==> config.mk <==
export PLATFORM = sky130hd
export DESIGN_NAME = unordered_array_set_table_core
export DESIGN_NICKNAME = d
export VERILOG_FILES = /design/src/uast_pkg.sv /design/src/unordered_array_set_table_core.sv /design/src/uast_cell.sv
export SDC_FILE = /design/constraint.sdc
export NUM_CORES = 2
export LEC_CHECK = 0
export ABC_AREA = 1
export ABC_CLOCK_PERIOD_IN_PS = 5000
export BUFFER_PORTS_ARGS = -buffer_cell sky130_fd_sc_hd__buf_2
export CORE_UTILIZATION = 57
export DETAILED_ROUTE_END_ITERATION = 8
export PLACE_DENSITY = 0.81
export SYNTH_ARGS = -nofsm -noshare
export SYNTH_HDL_FRONTEND = slang
export SYNTH_SLANG_ARGS = --single-unit
==> constraint.sdc <==
create_clock -name clk -period 5 [get_ports clk]
set_input_delay 0.75 -clock clk [delete_from_list [all_inputs] [get_ports clk]]
set_output_delay 0.75 -clock clk [all_outputs]
set_load 0.1 [all_outputs]
==> src/uast_pkg.sv <==
// ----------------------------------------------------------------------------
// uast_pkg
// Shared types and constants for the unordered array set table: command
// codes, request and result payloads, controller states, the search token and the cell update.
// ----------------------------------------------------------------------------
package uast_pkg;

	localparam int TableDepth = 16;
	localparam int ValueW     = 32;
	localparam int SlotW      = 4;
	localparam int CountW     = 5;

	typedef enum logic [1:0] {
		CMD_INSERT        = 2'd0,
		CMD_FIND          = 2'd1,
		CMD_SWAP_REMOVE   = 2'd2,
		CMD_STABLE_REMOVE = 2'd3
	} cmd_t;

	typedef enum logic [1:0] {
		ST_IDLE,
		ST_WALK,
		ST_DONE
	} state_t;

	typedef enum logic [1:0] {
		OP_NONE,
		OP_LOAD,
		OP_SHIFT
	} cell_op_t;

	typedef struct packed {
		cmd_t                     command;
		logic signed [ValueW-1:0] value;
	} req_t;

	typedef struct packed {
		logic              success;
		logic [SlotW-1:0]  slot;
		logic [CountW-1:0] entry_count;
	} rsp_t;

	typedef struct packed {
		logic                     active;
		cmd_t                     command;
		logic                     found;
		logic signed [ValueW-1:0] key;
		logic signed [ValueW-1:0] tail;
	} tok_t;

	typedef struct packed {
		cell_op_t                 op;
		logic signed [ValueW-1:0] data;
	} upd_t;

endpackage

==> src/unordered_array_set_table_core.sv <==
// ----------------------------------------------------------------------------
// unordered_array_set_table_core
// Fixed-capacity table of signed 32-bit values built as a row of cells.
// ----------------------------------------------------------------------------
// Insert completes at acceptance: the request is accepted and its result is
// registered at the same edge. Find, swap remove and stable remove send a
// search token down the cell row, one cell per cycle over the full depth;
// the result is then settled and the table written once the result register
// is free. One request is in work at a time; the next is accepted once the
// result register is free or being drained.
// ----------------------------------------------------------------------------
module unordered_array_set_table_core #(
	parameter int TABLE_DEPTH = uast_pkg::TableDepth
) (
	input  logic           clk,
	input  logic           arst_n,
	input  logic           req_valid,
	output logic           req_ready,
	input  uast_pkg::req_t req,
	output logic           rsp_valid,
	input  logic           rsp_ready,
	output uast_pkg::rsp_t rsp
);

	localparam int IW = $clog2(TABLE_DEPTH);
	localparam int CW = $clog2(TABLE_DEPTH + 1);

	uast_pkg::state_t state_q, state_n;
	logic [CW-1:0]    count_q, count_n;
	uast_pkg::rsp_t   rsp_q, rsp_n;
	logic             rsp_valid_q;
	logic             rsp_load;
	logic             rsp_free;
	logic             accept;
	logic             full;
	uast_pkg::tok_t   inj_tok;
	uast_pkg::tok_t   done_tok_q;
	logic [IW-1:0]    done_hit_q;
	uast_pkg::upd_t   upd;
	logic [IW-1:0]    upd_idx;
	logic [IW+3:0]    slot_ext;
	logic [CW+4:0]    cnt_ext;

	uast_pkg::tok_t                     tok   [TABLE_DEPTH];
	logic [IW-1:0]                      hit   [TABLE_DEPTH];
	logic signed [uast_pkg::ValueW-1:0] entry [TABLE_DEPTH];

	for (genvar i = 0; i < TABLE_DEPTH; i++) begin : g_cell
		uast_pkg::tok_t                     tok_in;
		logic [IW-1:0]                      hit_in;
		logic signed [uast_pkg::ValueW-1:0] nxt;
		if (i == 0) begin : g_head
			assign tok_in = inj_tok;
			assign hit_in = '0;
		end else begin : g_body
			assign tok_in = tok[i-1];
			assign hit_in = hit[i-1];
		end
		if (i == TABLE_DEPTH - 1) begin : g_last
			assign nxt = entry[i];
		end else begin : g_mid
			assign nxt = entry[i+1];
		end
		uast_cell #(
			.DEPTH (TABLE_DEPTH),
			.INDEX (i)
		) u_cell (
			.clk       (clk),
			.arst_n    (arst_n),
			.count     (count_q),
			.tok_i     (tok_in),
			.hit_i     (hit_in),
			.tok_o     (tok[i]),
			.hit_o     (hit[i]),
			.upd       (upd),
			.upd_idx   (upd_idx),
			.nxt_entry (nxt),
			.entry     (entry[i])
		);
	end

	assign rsp_free  = !rsp_valid_q || rsp_ready;
	assign req_ready = (state_q == uast_pkg::ST_IDLE) && rsp_free;
	assign accept    = req_valid && req_ready;
	assign full      = count_q == CW'(TABLE_DEPTH);

	// next state
	always_comb begin
		state_n = state_q;
		case (state_q)
			uast_pkg::ST_IDLE: begin
				if (accept && req.command != uast_pkg::CMD_INSERT) state_n = uast_pkg::ST_WALK;
			end
			uast_pkg::ST_WALK: begin
				if (tok[TABLE_DEPTH-1].active) state_n = uast_pkg::ST_DONE;
			end
			uast_pkg::ST_DONE: begin
				if (rsp_free) state_n = uast_pkg::ST_IDLE;
			end
			default: state_n = uast_pkg::ST_IDLE;
		endcase
	end

	// outputs and table updates
	always_comb begin
		inj_tok         = '0;
		inj_tok.command = req.command;
		inj_tok.key     = req.value;
		upd             = '0;
		upd_idx         = '0;
		count_n         = count_q;
		rsp_load        = 1'b0;
		rsp_n           = '0;
		slot_ext        = '0;
		case (state_q)
			uast_pkg::ST_IDLE: begin
				if (accept) begin
					if (req.command == uast_pkg::CMD_INSERT) begin
						rsp_load = 1'b1;
						if (!full) begin
							upd.op   = uast_pkg::OP_LOAD;
							upd.data = req.value;
							upd_idx  = count_q[IW-1:0];
							slot_ext = {4'b0, count_q[IW-1:0]};
							count_n  = count_q + CW'(1);
						end
						rsp_n.success = !full;
					end else begin
						inj_tok.active = 1'b1;
					end
				end
			end
			uast_pkg::ST_DONE: begin
				if (rsp_free) begin
					rsp_load      = 1'b1;
					rsp_n.success = done_tok_q.found;
					if (done_tok_q.found) begin
						slot_ext = {4'b0, done_hit_q};
						upd_idx  = done_hit_q;
						case (done_tok_q.command)
							uast_pkg::CMD_SWAP_REMOVE: begin
								upd.op   = uast_pkg::OP_LOAD;
								upd.data = done_tok_q.tail;
								count_n  = count_q - CW'(1);
							end
							uast_pkg::CMD_STABLE_REMOVE: begin
								upd.op  = uast_pkg::OP_SHIFT;
								count_n = count_q - CW'(1);
							end
							default: begin
							end
						endcase
					end
				end
			end
			default: begin
			end
		endcase
		cnt_ext           = {5'b0, count_n};
		rsp_n.slot        = slot_ext[3:0];
		rsp_n.entry_count = cnt_ext[4:0];
	end

	always_ff @(posedge clk or negedge arst_n) begin
		if (!arst_n) begin
			state_q     <= uast_pkg::ST_IDLE;
			count_q     <= '0;
			rsp_valid_q <= 1'b0;
		end else begin
			state_q <= state_n;
			count_q <= count_n;
			if (rsp_load) begin
				rsp_valid_q <= 1'b1;
			end else if (rsp_ready) begin
				rsp_valid_q <= 1'b0;
			end
		end
	end

	always_ff @(posedge clk) begin
		if (rsp_load) rsp_q <= rsp_n;
		if (state_q == uast_pkg::ST_WALK && tok[TABLE_DEPTH-1].active) begin
			done_tok_q <= tok[TABLE_DEPTH-1];
			done_hit_q <= hit[TABLE_DEPTH-1];
		end
	end

	assign rsp_valid = rsp_valid_q;
	assign rsp       = rsp_q;

	a_count_bound: assert property (@(posedge clk) disable iff (!arst_n)
		count_q <= CW'(TABLE_DEPTH))
		else $error("entry count beyond table depth");

	a_token_walk: assert property (@(posedge clk) disable iff (!arst_n)
		tok[TABLE_DEPTH-1].active |-> state_q == uast_pkg::ST_WALK)
		else $error("search token left the row outside a walk");

	a_insert_count: assert property (@(posedge clk) disable iff (!arst_n)
		accept && req.command == uast_pkg::CMD_INSERT && !full
		|=> count_q == $past(count_q) + CW'(1))
		else $error("insert did not grow the table");

	a_rsp_source: assert property (@(posedge clk) disable iff (!arst_n)
		$rose(rsp_valid_q) |-> $past(accept) || $past(state_q == uast_pkg::ST_DONE))
		else $error("result raised without a finished request");

endmodule

==> src/uast_cell.sv <==
// ----------------------------------------------------------------------------
// uast_cell
// One slot of the table. Holds one entry, checks the passing search token
// against it and hands the token to the next cell in the cycle after.
// ----------------------------------------------------------------------------
module uast_cell #(
	parameter int DEPTH = uast_pkg::TableDepth,
	parameter int INDEX = 0,
	localparam int IW = $clog2(DEPTH),
	localparam int CW = $clog2(DEPTH + 1)
) (
	input  logic                               clk,
	input  logic                               arst_n,
	input  logic [CW-1:0]                      count,
	input  uast_pkg::tok_t                     tok_i,
	input  logic [IW-1:0]                      hit_i,
	output uast_pkg::tok_t                     tok_o,
	output logic [IW-1:0]                      hit_o,
	input  uast_pkg::upd_t                     upd,
	input  logic [IW-1:0]                      upd_idx,
	input  logic signed [uast_pkg::ValueW-1:0] nxt_entry,
	output logic signed [uast_pkg::ValueW-1:0] entry
);

	logic signed [uast_pkg::ValueW-1:0] entry_q;
	uast_pkg::tok_t                     tok_q, tok_n;
	logic [IW-1:0]                      hit_q, hit_n;
	logic                               live;

	assign live = CW'(INDEX) < count;

	always_comb begin
		tok_n = tok_i;
		hit_n = hit_i;
		if (tok_i.active && !tok_i.found && live && entry_q == tok_i.key) begin
			tok_n.found = 1'b1;
			hit_n       = IW'(INDEX);
		end
		if (CW'(INDEX + 1) == count) begin
			tok_n.tail = entry_q;
		end
	end

	always_ff @(posedge clk or negedge arst_n) begin
		if (!arst_n) begin
			tok_q <= '0;
		end else begin
			tok_q <= tok_n;
		end
	end

	always_ff @(posedge clk) begin
		hit_q <= hit_n;
		case (upd.op)
			uast_pkg::OP_LOAD: begin
				if (upd_idx == IW'(INDEX)) entry_q <= upd.data;
			end
			uast_pkg::OP_SHIFT: begin
				if (IW'(INDEX) >= upd_idx) entry_q <= nxt_entry;
			end
			default: begin
			end
		endcase
	end

	assign tok_o = tok_q;
	assign hit_o = hit_q;
	assign entry = entry_q;

endmodule
Word level (Yosys, flattened, before mapping)
Index checks and enable logic that the tools add are counted.

Shift-type cells: 0. Multipliers: 0. Div/mod/pow operators: 0. Equality and inequality tests: 87. Mux-type cells: 122. Magnitude comparators: 31. Add/subtract/negate cells: 2. Reduce and logical (&&, ||, !) cells: 93. Bitwise operators: 0.

Operators with widths (count): $mux W32 (47); $pmux W32 S2 (15); $eq A32 B32 Y1 (16); $mux W33 (3); $mux W34 (2); $pmux W34 S2 (1); $ne A2 B1 Y1 const B (32); $logic_and A1 B1 Y1 (51); $reduce_and A3 Y1 (16); $eq A4 B5 Y1 const A (8); $lt A4 B5 Y1 const A (8); $mux W4 (10); $eq A4 B4 Y1 const B (8); $mux W5 (6); $ge A4 B4 Y1 const A (7); $mux W1 (28); $eq A3 B5 Y1 const A (4); $lt A3 B5 Y1 const A (4); $logic_not A1 Y1 (17); $eq A4 B3 Y1 const B (4); $ge A3 B4 Y1 const A (4); $pmux W4 S2 (2); $eq A2 B5 Y1 const A (2); $lt A1 B5 Y1 const A (2); other kinds (24) (38).

Input bits: 38. Memories kept: 0. Memory bits (read-only): 0. Bits in writable memories: 0. Bits in registers: 1674. Bits in latches: 0. Logic and storage cells: 455. Output and inout port bits: 12.

Longest topological paths before layout
Word-level depth: 9. Gate-level depth with buffers: 18. Depth with buffers taken out: 15.

By module
Synthesis repeated with hierarchy kept, for this count alone.

Cells, all modules: 7359. Area, all modules: 74370.1 um^2.

Modules (own cells, without submodules): uast_cell (g_cell[10].u_cell) (area each 4652.0 um^2, times used 1, sequential area each 2742.6 um^2, cells each 473); uast_cell (g_cell[9].u_cell) (area each 4593.2 um^2, times used 1, sequential area each 2742.6 um^2, cells each 439); uast_cell (g_cell[8].u_cell) (area each 4579.4 um^2, times used 1, sequential area each 2742.6 um^2, cells each 408); uast_cell (g_cell[4].u_cell) (area each 4570.6 um^2, times used 1, sequential area each 2742.6 um^2, cells each 435); uast_cell (g_cell[6].u_cell) (area each 4566.9 um^2, times used 1, sequential area each 2742.6 um^2, cells each 434); uast_cell (g_cell[1].u_cell) (area each 4550.6 um^2, times used 1, sequential area each 2742.6 um^2, cells each 506); uast_cell (g_cell[12].u_cell) (area each 4548.1 um^2, times used 1, sequential area each 2742.6 um^2, cells each 427); uast_cell (g_cell[2].u_cell) (area each 4533.1 um^2, times used 1, sequential area each 2742.6 um^2, cells each 426); uast_cell (g_cell[5].u_cell) (area each 4519.3 um^2, times used 1, sequential area each 2742.6 um^2, cells each 428); uast_cell (g_cell[7].u_cell) (area each 4515.6 um^2, times used 1, sequential area each 2742.6 um^2, cells each 489); uast_cell (g_cell[3].u_cell) (area each 4444.3 um^2, times used 1, sequential area each 2742.6 um^2, cells each 512); uast_cell (g_cell[13].u_cell) (area each 4438.0 um^2, times used 1, sequential area each 2742.6 um^2, cells each 431); uast_cell (g_cell[11].u_cell) (area each 4430.5 um^2, times used 1, sequential area each 2742.6 um^2, cells each 496); uast_cell (g_cell[14].u_cell) (area each 4307.9 um^2, times used 1, sequential area each 2742.6 um^2, cells each 384); +3 rows.

Worst setup path before layout
Ideal clock, no wire load.

Path type: register -> register. Start point: register rsp_valid_q, in the netlist rsp_valid. End point: register g_cell[12].u_cell.entry_q, in the netlist g_cell[12].u_cell.entry[0] (enable). Stages on the path, launching flop included: 13. Required time: 4.534 ns. Arrival: 4.691 ns. Path slack: -0.157 ns. Buffers on the path: 1. Period minus slack after synthesis: 5.157 ns. Setup time: 0.466 ns. Path through: dfrtp_1 nand2_2 nand3_4 nor2_4 nand2_4 inv_2 buf_4 nor2_1 inv_1 ha_1 clkinv_1 nand2_1 o21ai_0.

Word-level cells in the longest chain between the ends: 9. Elaborated cells on any way between the ends: 18.

RTL lines: start, declared (RTL line unordered_array_set_table_core.sv:31) `logic rsp_valid_q;`; start signal, assigned (RTL line unordered_array_set_table_core.sv:168) `rsp_valid_q <= 1'b0;`; start signal, assigned (RTL line unordered_array_set_table_core.sv:173) `rsp_valid_q <= 1'b1;`; start signal, assigned (RTL line unordered_array_set_table_core.sv:175) `rsp_valid_q <= 1'b0;`; $logic_not A1 Y1 * (RTL line unordered_array_set_table_core.sv:82) `assign rsp_free = !rsp_valid_q || rsp_ready;`; $logic_or A1 B1 Y1 * (RTL line unordered_array_set_table_core.sv:82); $logic_and A1 B1 Y1 (RTL line unordered_array_set_table_core.sv:83) `assign req_ready = (state_q == uast_pkg::ST_IDLE) && rsp_free;`; $logic_and A1 B1 Y1 (RTL line unordered_array_set_table_core.sv:84) `assign accept = req_valid && req_ready;`; $mux W4 / $mux W33 (equally long branches) (RTL line unordered_array_set_table_core.sv:117) `if (accept) begin`; $pmux W4 S2 / $pmux W34 S2 (equally long branches) (RTL line unordered_array_set_table_core.sv:115) `case (state_q)`; $ge A4 B4 Y1, or another cell as far along (RTL line uast_cell.sv:59) `if (IW'(INDEX) >= upd_idx) entry_q <= nxt_entry;`; $ne A2 B1 Y1 (no source line) / $reduce_bool A2 Y1 (equally long branches); $reduce_and A3 Y1 (no source line) *; end signal, assigned (RTL line uast_cell.sv:56) `if (upd_idx == IW'(INDEX)) entry_q <= upd.data;`; end signal, assigned (RTL line uast_cell.sv:59); end, declared (RTL line uast_cell.sv:25) `logic signed [uast_pkg::ValueW-1:0] entry_q;`.

Every way passes the cells marked *; elsewhere a longest branch is shown, timed or not. A chain may end at the register's enable or synchronous reset.

Worst setup path in the final report
Start point: register count_q[0]. End point: register g_cell[9].u_cell.entry_q, in the netlist g_cell[9].u_cell.entry[2] (enable).

Word-level cells in the longest chain between the ends: 8. Elaborated cells on any way between the ends: 17.

RTL lines: start, declared (RTL line unordered_array_set_table_core.sv:29) `logic [CW-1:0] count_q, count_n;`; start signal, assigned (RTL line unordered_array_set_table_core.sv:171) `count_q <= count_n;`; $eq A5 B5 Y1 (RTL line unordered_array_set_table_core.sv:85) `assign full = count_q == CW'(TABLE_DEPTH);`; $mux W4 / $mux W33 (equally long branches) (RTL line unordered_array_set_table_core.sv:120) `if (!full) begin`; $mux W4 / $mux W33 (equally long branches) (RTL line unordered_array_set_table_core.sv:118) `if (req.command == uast_pkg::CMD_INSERT) begin`; $mux W4 / $mux W33 (equally long branches) (RTL line unordered_array_set_table_core.sv:117); $pmux W4 S2 / $pmux W34 S2 (equally long branches) (RTL line unordered_array_set_table_core.sv:115); $ge A4 B4 Y1, or another cell as far along (RTL line uast_cell.sv:59); $ne A2 B1 Y1 (no source line) / $reduce_bool A2 Y1 (equally long branches); $reduce_and A3 Y1 (no source line) *; end signal, assigned (RTL line uast_cell.sv:56); end signal, assigned (RTL line uast_cell.sv:59); end, declared (RTL line uast_cell.sv:25).

Marked as above.

==> flow_summary.yaml <==
power_and_ir_drop:
  power_density_mw_per_mm2: 498.5
  pwr-share-seq: 0.493
  power_uw: 36220
  p_int_uw: 25340
  ir_worst_vdd_mv: 0.3778
  power.static_leakage_uw: 0.03290
  part_of_the_power_in_combinational_logic: 0.148
  pwr-share-clk: 0.359
  power.share.switching: 0.3003
  power.net_switching_uw: 10870
cts:
  post_cts_resize_count: 0
  max-clock-path-buffers: 3
  worstSkewPairLatency_ns: 0.80
  cts_tree: "yes"
  cts_htree_levels: 4
  cts_hold_buf: 0
  clkSinkCount: 1674
  post-cts-setup-buffer-count: 0
  tritoncts.num_buffers: 164
  worst_setup_hold_path_clk_slew_ns: 0.07
  root_buffer_selected_by_cts: "sky130_fd_sc_hd__clkbuf_16"
run:
  max_cap_violations: 0
timing:
  finalSetupViolations: 0
  tightest_pin_transition_ns: 1.336
  max_slew_margin: 0.1095
  timing.final.max_slew_violations: 0
  fin_ws_ns: 0.9886
  rsz_0062_raised_after_global_routing: "no"
  min_period_ns: 4.011
  fmax_mhz: 249.3
  fin_skew_ns: 0.05953
  totalNegativeSetupSlack_ns: 0
  hold-worst-slack_ns: 0.03329
  min_period_over_period: 0.8023
  finalHoldViolations: 0
finish:
  final_layout_size_suffix_gt1_frac: 0.09619
  syn_to_final_growth_pct: 12.21
  finalCoreUtilization: 0.6458
  final_net_count: 6150
  fillerInstances: 8326
worst_setup_path:
  critPathArrivalTime_ns: 4.40
  startpoint_type: "flop"
  timing.critical_path.required_ns: 5.38
  cells_traversed_along_the_worst_timing_path: "inv_1, ha_1, nand2_1, inv_1, nand2_2, nand2_4, inv_2, nor2_1, inv_1, ha_1, clkinv_1, o21ai_0, nor2_4"
  cpMostUsedCell: "sky130_fd_sc_hd__inv_1"
  cp_max_fo: 32
  worst_r2r_endpoint: "g_cell[9].u_cell.entry[2]$_DFFE_PP_"
  worst-setup-path-type: "flop to flop"
  worst_path_max_delay_cell: "sky130_fd_sc_hd__nor2_4"
  r2r.worst_path.cells: 13
  critical-path-max-stage-delay_ns: 0.99
  reg2reg_start: "count_q[0]$_DFF_PN0_"
  timing.reg2reg.setup_slack_ns: 0.99
  endpoint_kind: "flop"
synthesis:
  synth.net_count: 6052
  postSynthAreaPerCell_um2: 10.78
  synth_warnings: 0
  post_synth_num_cell_types: 47
  yosys_register_bits: 1674
  synth_top_cell_area_share: 0.4112
  yosys-top-cells-count: "1262 x sky130_fd_sc_hd__nand2_1, 1064 x sky130_fd_sc_hd__dfrtp_1, 1021 x sky130_fd_sc_hd__o21ai_0"
  ys_seq_area_frac: 0.6865
  postSynth.topFlopCell: "sky130_fd_sc_hd__dfrtp_1"
  mapped_cells: 6006
  synth_async_sr_flop_share: 0.6356
  post_synth_main_area_contributors: "sky130_fd_sc_hd__dfrtp_1 41%, sky130_fd_sc_hd__edfxtp_1 26%, sky130_fd_sc_hd__o21ai_0 7.9%"
  yosysMostFrequentCell: "sky130_fd_sc_hd__nand2_1"
  synth_edf_count: 561
  synth_top_area_cell: "sky130_fd_sc_hd__dfrtp_1"
  synthesis.area_mm2: 0.06475
route:
  top_layer_used: "met5"
  drc: 0
  detailedRoute.firstIterationViolations: 6550
  met1_length_um: 80870
  vias_per_cell: 6.013
  dr_total_vias: 46610
  met3WireLength_um: 26420
  wire_per_inst_um: 28.64
  finalWirelength_um: 222000
  firstDrtPassIters: 8
  met2_wirelength_um: 98480
  antenna_violating_nets_post_route: 0
global_route:
  grt_antenna_before_repair: 6
  grt_remaining_overflow: 0
  grt_pass1_vias: 45940
  grt_usage: 0.3884
  largest_net_degree_at_the_start_of_global_routing: 166
  grt_pass1_wl_um: 316400
place:
  dp_worst_setup_slack_ns: 0.8206
  place.gp.congestion: 1.009
  io_buffer_count: 49
  detailed_place_hpwl_um: 156300
run_status:
  outcome: "finished, final reports clean"
die:
  rows: 123
  coreArea_mm2: 0.1125
  chipHeight_um: 339.0
  design.die.area_mm2: 0.1149
  ios: 50
  start_util: 0.5755
  die_w_um: 339.0
min_path:
  path_category_of_the_worst_min_delay_check: "primary input to async pin"
-- metrics by stage --
stage,area [µm²],instances
floorplan,64760,6006
global placement,66970,7438
detailed placement,66970,7438
CTS,72650,7748
global route,72650,7748
finish,72650,7751
-- sequential cells by signal (all words and copies together) (netlist names) --
signal,count
count_q,5
done_hit_q,4
done_tok_q,35
g_cell.u_cell.entry,512
g_cell.u_cell.hit_o,49
g_cell.u_cell.tok_o,1056
rsp,10
rsp_valid,1
state_q,2
-- power groups by stage --
| stage | clock (µW) | combinational (µW) | sequential, µW |
|---|---|---|---|
| after floorplan | 0 | 2850 | 17400 |
| after global placement | 0 | 5060 | 18000 |
| after detailed placement | 0 | 5130 | 18000 |
| after CTS | 13000 | 5200 | 17800 |
| after global routing | 13500 | 5740 | 18000 |
| final | 13000 | 5360 | 17900 |
-- metal layers --
layer	vias to the layer above	GRT usage
li1	19630	-
met2	3167	0.5786
met1	23060	0.5073
met4	4	0.2389
met5	-	0
met3	750	0.1101
-- worst max path at each step --
stage               slack [ns]                              endpoint  cells past startpoint                  from
floorplan                 0.47  g_cell[11].u_cell.entry[0]$_DFFE_PP_                     17  count_q[0]$_DFF_PN0_
global placement          0.84  g_cell[9].u_cell.entry[11]$_DFFE_PP_                     12               req[33]
detailed placement        0.82  g_cell[9].u_cell.entry[11]$_DFFE_PP_                     12               req[33]
CTS                       0.99  g_cell[9].u_cell.entry[17]$_DFFE_PP_                     13  count_q[0]$_DFF_PN0_
global route              0.74   g_cell[9].u_cell.entry[2]$_DFFE_PP_                     13  count_q[0]$_DFF_PN0_
finish                    0.99   g_cell[9].u_cell.entry[2]$_DFFE_PP_                     13  count_q[0]$_DFF_PN0_
-- placed cells by master, fill, tap and decap left out, types with 85 or more instances in the layout --
cell / instances
sky130_fd_sc_hd__clkbuf_16: 171
sky130_fd_sc_hd__dfrtp_1: 1064
sky130_fd_sc_hd__edfxtp_1: 561
sky130_fd_sc_hd__inv_1: 730
sky130_fd_sc_hd__nand2_1: 1250
sky130_fd_sc_hd__nand3_1: 94
sky130_fd_sc_hd__nand4_1: 88
sky130_fd_sc_hd__nor2_1: 374
sky130_fd_sc_hd__o21ai_0: 1020
sky130_fd_sc_hd__xnor2_1: 148
sky130_fd_sc_hd__xor2_1: 85
-- kinds of logic (layout without fill, tap and decap cells) --
logic type,count (synthesis),count (layout),share of synthesized area
AOI/OAI and AO/OA,1146,1146,0.09335
xor gates and xnor gates,233,233,0.03152
adders and majority gates,8,8,0.001546
buffers and inverters,931,1173,0.05643
DFF,1674,1674,0.6865
other,0,3,0
and+or+nand+nor,2014,2014,0.1306
-- worst max-delay path: cells and delay by family (launching register included) --
family	cells	cell delay [ns]
adders and majority gates	2	0.71
and+or+nand+nor	5	1.43
buffers and inverters	5	0.71
AOI/OAI and AO/OA	1	0.18
DFF	1	0.53
-- layout make-up --
type | instances | area, µm² | area share
Tap cell | 1500 | 1877 | 0.02583
Clock inverter | 68 | 887.1 | 0.01221
Multi-Input combinational cell | 3401 | 16810 | 0.2314
Sequential cell | 1674 | 44450 | 0.6118
Inverter | 737 | 2774 | 0.03818
Timing Repair Buffer | 126 | 1059 | 0.01457
Clock buffer | 242 | 4786 | 0.06587
Antenna cell | 3 | 7.507 | 0.0001033
Note: power is estimated with default switching activity, not from simulation.
